## src/rtl/core/bbcf_pkg.sv

```systemverilog
package bbcf_pkg;

  // Field widths
  localparam int COORD_W = 32;
  localparam int FRAC_W  = 16;
  localparam int STIFF_W = 32;
  localparam int OUT_W   = 48;
  localparam int LEN_W   = COORD_W - 1;

  // Bond vectors and their squared lengths
  localparam int DIFF_W  = COORD_W + 1;
  localparam int MAG_W   = COORD_W + 1;
  localparam int SUM_W   = 2 * MAG_W;
  localparam int ROOT_W  = SUM_W / 2;
  localparam int REM_W   = ROOT_W + 1;

  // Stretch deviations and force ratios
  localparam int DR_W    = ROOT_W + 2;
  localparam int DRMAG_W = ROOT_W + 1;
  localparam int NUM_W   = STIFF_W + DRMAG_W;
  localparam int FC_W    = OUT_W + FRAC_W + 1;
  localparam int FLO_W   = MAG_W;
  localparam int FHI_W   = FC_W - FLO_W;
  localparam int T_W     = FC_W + MAG_W - FRAC_W;
  localparam int D_W     = T_W + 2;

  // Energy
  localparam int E1_W    = NUM_W - FRAC_W;
  localparam int ELO_W   = E1_W / 2;
  localparam int EHI_W   = E1_W - ELO_W;
  localparam int E_W     = E1_W + DRMAG_W - FRAC_W;
  localparam int SATM_W  = T_W;

  // Pipeline depth: front end, root steps, two stages, quotient steps, back end
  localparam int FRONT_LAT = 3;
  localparam int MID_LAT   = 2;
  localparam int BACK_LAT  = 4;
  localparam int PIPE_LAT  = FRONT_LAT + ROOT_W + MID_LAT + NUM_W + BACK_LAT;

  typedef logic signed [OUT_W-1:0] out_t;

endpackage

```

## src/rtl/core/bbcf_isqrt.sv

```systemverilog
module bbcf_isqrt import bbcf_pkg::*; (
  input  logic              clk,
  input  logic              en,
  input  logic [SUM_W-1:0]  radicand,
  output logic [ROOT_W-1:0] root
);

  // One root bit per stage, two radicand bits consumed per stage
  logic [REM_W-1:0]  rem_q  [ROOT_W];
  logic [REM_W-1:0]  rem_next [ROOT_W];
  logic [ROOT_W-1:0] root_q [ROOT_W];
  logic [ROOT_W-1:0] root_next [ROOT_W];
  logic [SUM_W-1:0]  rad_q  [ROOT_W];
  logic [SUM_W-1:0]  rad_next [ROOT_W];

  always_comb begin
    logic [REM_W-1:0]  rem_in;
    logic [ROOT_W-1:0] root_in;
    logic [SUM_W-1:0]  rad_in;
    logic [REM_W+1:0]  cur;
    logic [REM_W+1:0]  trial;
    for (int k = 0; k < ROOT_W; k++) begin
      if (k == 0) begin
        rem_in  = '0;
        root_in = '0;
        rad_in  = radicand;
      end else begin
        rem_in  = rem_q[k-1];
        root_in = root_q[k-1];
        rad_in  = rad_q[k-1];
      end
      cur         = {rem_in, rad_in[SUM_W-1 -: 2]};
      trial       = {1'b0, root_in, 2'b01};
      rad_next[k] = {rad_in[SUM_W-3:0], 2'b00};
      if (cur >= trial) begin
        rem_next[k]  = REM_W'(cur - trial);
        root_next[k] = {root_in[ROOT_W-2:0], 1'b1};
      end else begin
        rem_next[k]  = REM_W'(cur);
        root_next[k] = {root_in[ROOT_W-2:0], 1'b0};
      end
    end
  end

  always_ff @(posedge clk) begin
    if (en) begin
      rem_q  <= rem_next;
      root_q <= root_next;
      rad_q  <= rad_next;
    end
  end

  assign root = root_q[ROOT_W-1];

endmodule

```

## config.mk

```make
export PLATFORM = sky130hd
export DESIGN_NAME = bbcf_isqrt
export DESIGN_NICKNAME = d
export VERILOG_FILES = /design/src/rtl/core/bbcf_pkg.sv /design/src/rtl/core/bbcf_isqrt.sv
export SDC_FILE = /design/constraint.sdc
export NUM_CORES = 2
export LEC_CHECK = 0
export BUFFER_PORTS_ARGS = -buffer_cell sky130_fd_sc_hd__buf_2
export CORE_MARGIN = 4
export CORE_UTILIZATION = 40
export DETAILED_ROUTE_END_ITERATION = 8
export PLACE_DENSITY = 0.65
export RECOVER_POWER = 50
export SLEW_MARGIN = 20
export SYNTH_ARGS = -nofsm -noshare
export SYNTH_HDL_FRONTEND = slang
export SYNTH_SLANG_ARGS = --single-unit
```

## constraint.sdc

```tcl
create_clock -name clk -period 5.7 [get_ports clk]
set_clock_uncertainty 0.15 [all_clocks]
set_input_delay 1.14 -clock clk [delete_from_list [all_inputs] [get_ports clk]]
set_output_delay 1.14 -clock clk [all_outputs]
set_load 0.01 [all_outputs]
```

==> impl_metrics.tcl <==
set metrics [dict create \
    cpPeakStageDelay_ns 2.67 \
    yosys_most_used_dff "edfxtp_1" \
    post_drt_wl_per_cell_um 17.7 \
    holdBufCountCts 0 \
    syn_inst 9611 \
    fin_area_sq_um 138000 \
    arrival_ns 5.11 \
    worstMarginPinSlew_ns 4.00 \
    synth_seq_cells 2640 \
    synth_cell_type_count 84 \
    postCtsSetupRepairBufs 0 \
    cts-buffers-inserted 294 \
    slew_headroom_pct -166 \
    drt-met1-wl_mm 109 \
    required_ns 6.03 \
    h-tree-depth 5 \
    final_nets 10600 \
    status "complete, but fails checks" \
    worst_setup_path_start_kind "primary input" \
    dr.max_layer_used "met4" \
    firstDrtPassIters 7 \
    grt_pass1_vias 74000 \
    fin_tns_setup_ns 0 \
    slowest_stage "clkbuf_2" \
    post_cts_resized 0 \
    crit_fanout 109 \
    path_class "in -> reg" \
    grt_pass1_wl_mm 400 \
    ys_top_cells_by_area "edfxtp_1, ha_1, xnor2_1" \
    ioPinCount 101 \
    fmax_mhz 210 \
    fp.dieArea_sq_um 317000 \
    hold_viol 0 \
    p_leak_nw 52.5 \
    cts.reportedPaths.clkPinSlew_ns 0.06 \
    synth_top_area_share_pct 64.3 \
    ys_seq_area_share_pct 64.3 \
    dp_hpwl_mm 181 \
    fin_util_pct 45.2 \
    dr_wl_met3_mm 11.1 \
    fin_crit_sh_pct 83.7 \
    clockBufferDepth 4 \
    vias 74400 \
    die_x_um 563 \
    die_height_um 563 \
    antenna_left 0 \
    cts_tree "built" \
    path_buf_inv 2 \
    route.met2.wl_mm 122 \
    grt_usage_pct 15.5 \
    wl_mm 252 \
    first_iter_violations 5534 \
    placed_area_sq_um 129000 \
    syn_nets 10300 \
    maxCapViolations 1 \
    cts-root-buf "clkbuf_16" \
    finalSetupViolations 0 \
    crit_family "buffers and inverters" \
    violations "capacitance limit, slew limit" \
    endpoint_kind "flop" \
    drc_errors 0 \
    io_buffers 100 \
    maxSlewViolCount 94 \
    yosys.area.top_type "edfxtp_1" \
    antenna_found_initial 2 \
    cts_sinks 2640 \
    layout-drive-gt1-share_pct 6.95 \
    via_per_inst 5.23 \
    grt_max_degree 140 \
    rsz0062_at_grt "false" \
    vdd_drop_max_mv 0.287 \
    area_growth_pct 12.4 \
    power.density_nw_per_um2 408 \
    fin_crit_ns 4.77 \
    async_reset_ff_share_pct 0 \
    synth-edff-count 2640 \
    clkLatencyLatePin_ns 0.88 \
    avgSynthCellArea_sq_um 12.8 \
    gp_congestion 0.886 \
    insertedDiodeCount 0 \
    fp-row-count 203 \
    yosys_warnings 0 \
    cp_cell_sequence "clkbuf_2 > clkbuf_1" \
    synth_area_sq_um 123000 \
    worst_hold_path_type "reg -> reg" \
    core_sq_um 306000 \
    initial_core_util_pct 40.2 \
    grt_overflow_total 0 \
]
==> final timing paths <==
check                                   start            end  slack, ns  cells past startpoint
worst max-delay path                       en  rad_next[588]       0.93                      2
worst min-delay path            rad_next[521]  rad_next[457]       0.24                      0
worst max register to register     rem_q[545]     rem_q[539]       1.37                     10
worst min register to register  rad_next[521]  rad_next[457]       0.24                      0
==> state kept, by name, indices dropped and copies added, names as in the netlist <==
signal    flops
rad_q        64
rad_next    992
root         33
root_q      528
rem_q      1023
==> synth_stat cells (12+ instances only) <==
library cell	n
nand3_1	159
o31ai_1	77
and4_1	16
xnor2_1	432
edfxtp_1	2640
and2_1	34
mux2_2	48
a31oi_1	59
nand4_1	107
nand3b_1	27
o41ai_1	16
a21boi_0	19
mux2i_1	13
a211o_1	14
a211oi_1	46
nor3b_1	18
nor4_1	137
ha_1	599
or3_1	86
o21ai_0	501
nor2b_1	88
buf_1	14
a21o_1	253
nor3_1	245
o211ai_1	27
o21a_1	104
a21oi_1	630
clkbuf_1	174
and3_1	64
nand2_1	688
or4_1	70
o311ai_0	12
nand2b_1	102
inv_1	762
nor2_1	577
or2_2	44
a2111oi_0	22
o31a_1	18
o2111ai_1	13
xor2_1	430
o21bai_1	48
==> stage by stage <==
| step | hold WS, ns | setup WS (ns) | instances | total power, mW |
|---|---|---|---|---|
| after floorplan | 0.250 | 2.06 | 9611 | 34.7 |
| after global placement | 0.251 | 1.53 | 13700 | 38.3 |
| after detailed placement | 0.255 | 1.47 | 13700 | 38.5 |
| after CTS | 0.178 | 1.42 | 14200 | 57.2 |
| after global routing | 0.208 | 0.598 | 14200 | 59.7 |
| final | 0.240 | 0.927 | 14200 | 56.6 |
==> layout by cell type, fill, tap and decap left out, drive strengths merged, types with 390 or more instances in the layout <==
master and n:
clkbuf 390, o21ai 505, xnor2 432, xor2 430, nand2 688, a21oi 630
inv 769, nor2 577, edfxtp 2640, ha 599
==> logic make-up (layout without fill, tap and decap cells) <==
group | count (synthesis) | in the layout | share of synthesized area (%)
AO/OA/AOI/OAI | 1990 | 1990 | 10.0
XOR/XNOR | 862 | 862 | 6.13
adder cells (fa/ha/maj) | 599 | 599 | 6.08
buffers and inverters | 960 | 1481 | 2.95
flip-flops | 2640 | 2640 | 64.3
multiplexers | 62 | 62 | 0.553
other | 1 | 1 | 0.00304
AND/OR/NAND/NOR | 2497 | 2497 | 9.95
==> report_power, final <==
| part | internal [mW] | total [mW] | switching [mW] |
|---|---|---|---|
| combinational | 4.89 | 11.9 | 6.98 |
| sequential | 24.7 | 26.4 | 1.67 |
| clock | 10.7 | 18.3 | 7.68 |
==> metal layers <==
layer  track usage [%]  vias to the layer above
met5                 0                        -
met1              19.9                    35900
li1                  -                    36300
met3              2.35                      541
met2              26.5                     1736
met4              5.75                        0
==> layout make-up <==
class	instances	area, sq um
multi-input combinational	6011	40400
tap	4100	5130
clock inverter	163	1690
inverter	766	2880
timing repair buffer	186	1380
sequential	2640	79300
clock buffer	366	7710
fill	27400	168000
Power figures use the tool's default switching activity.
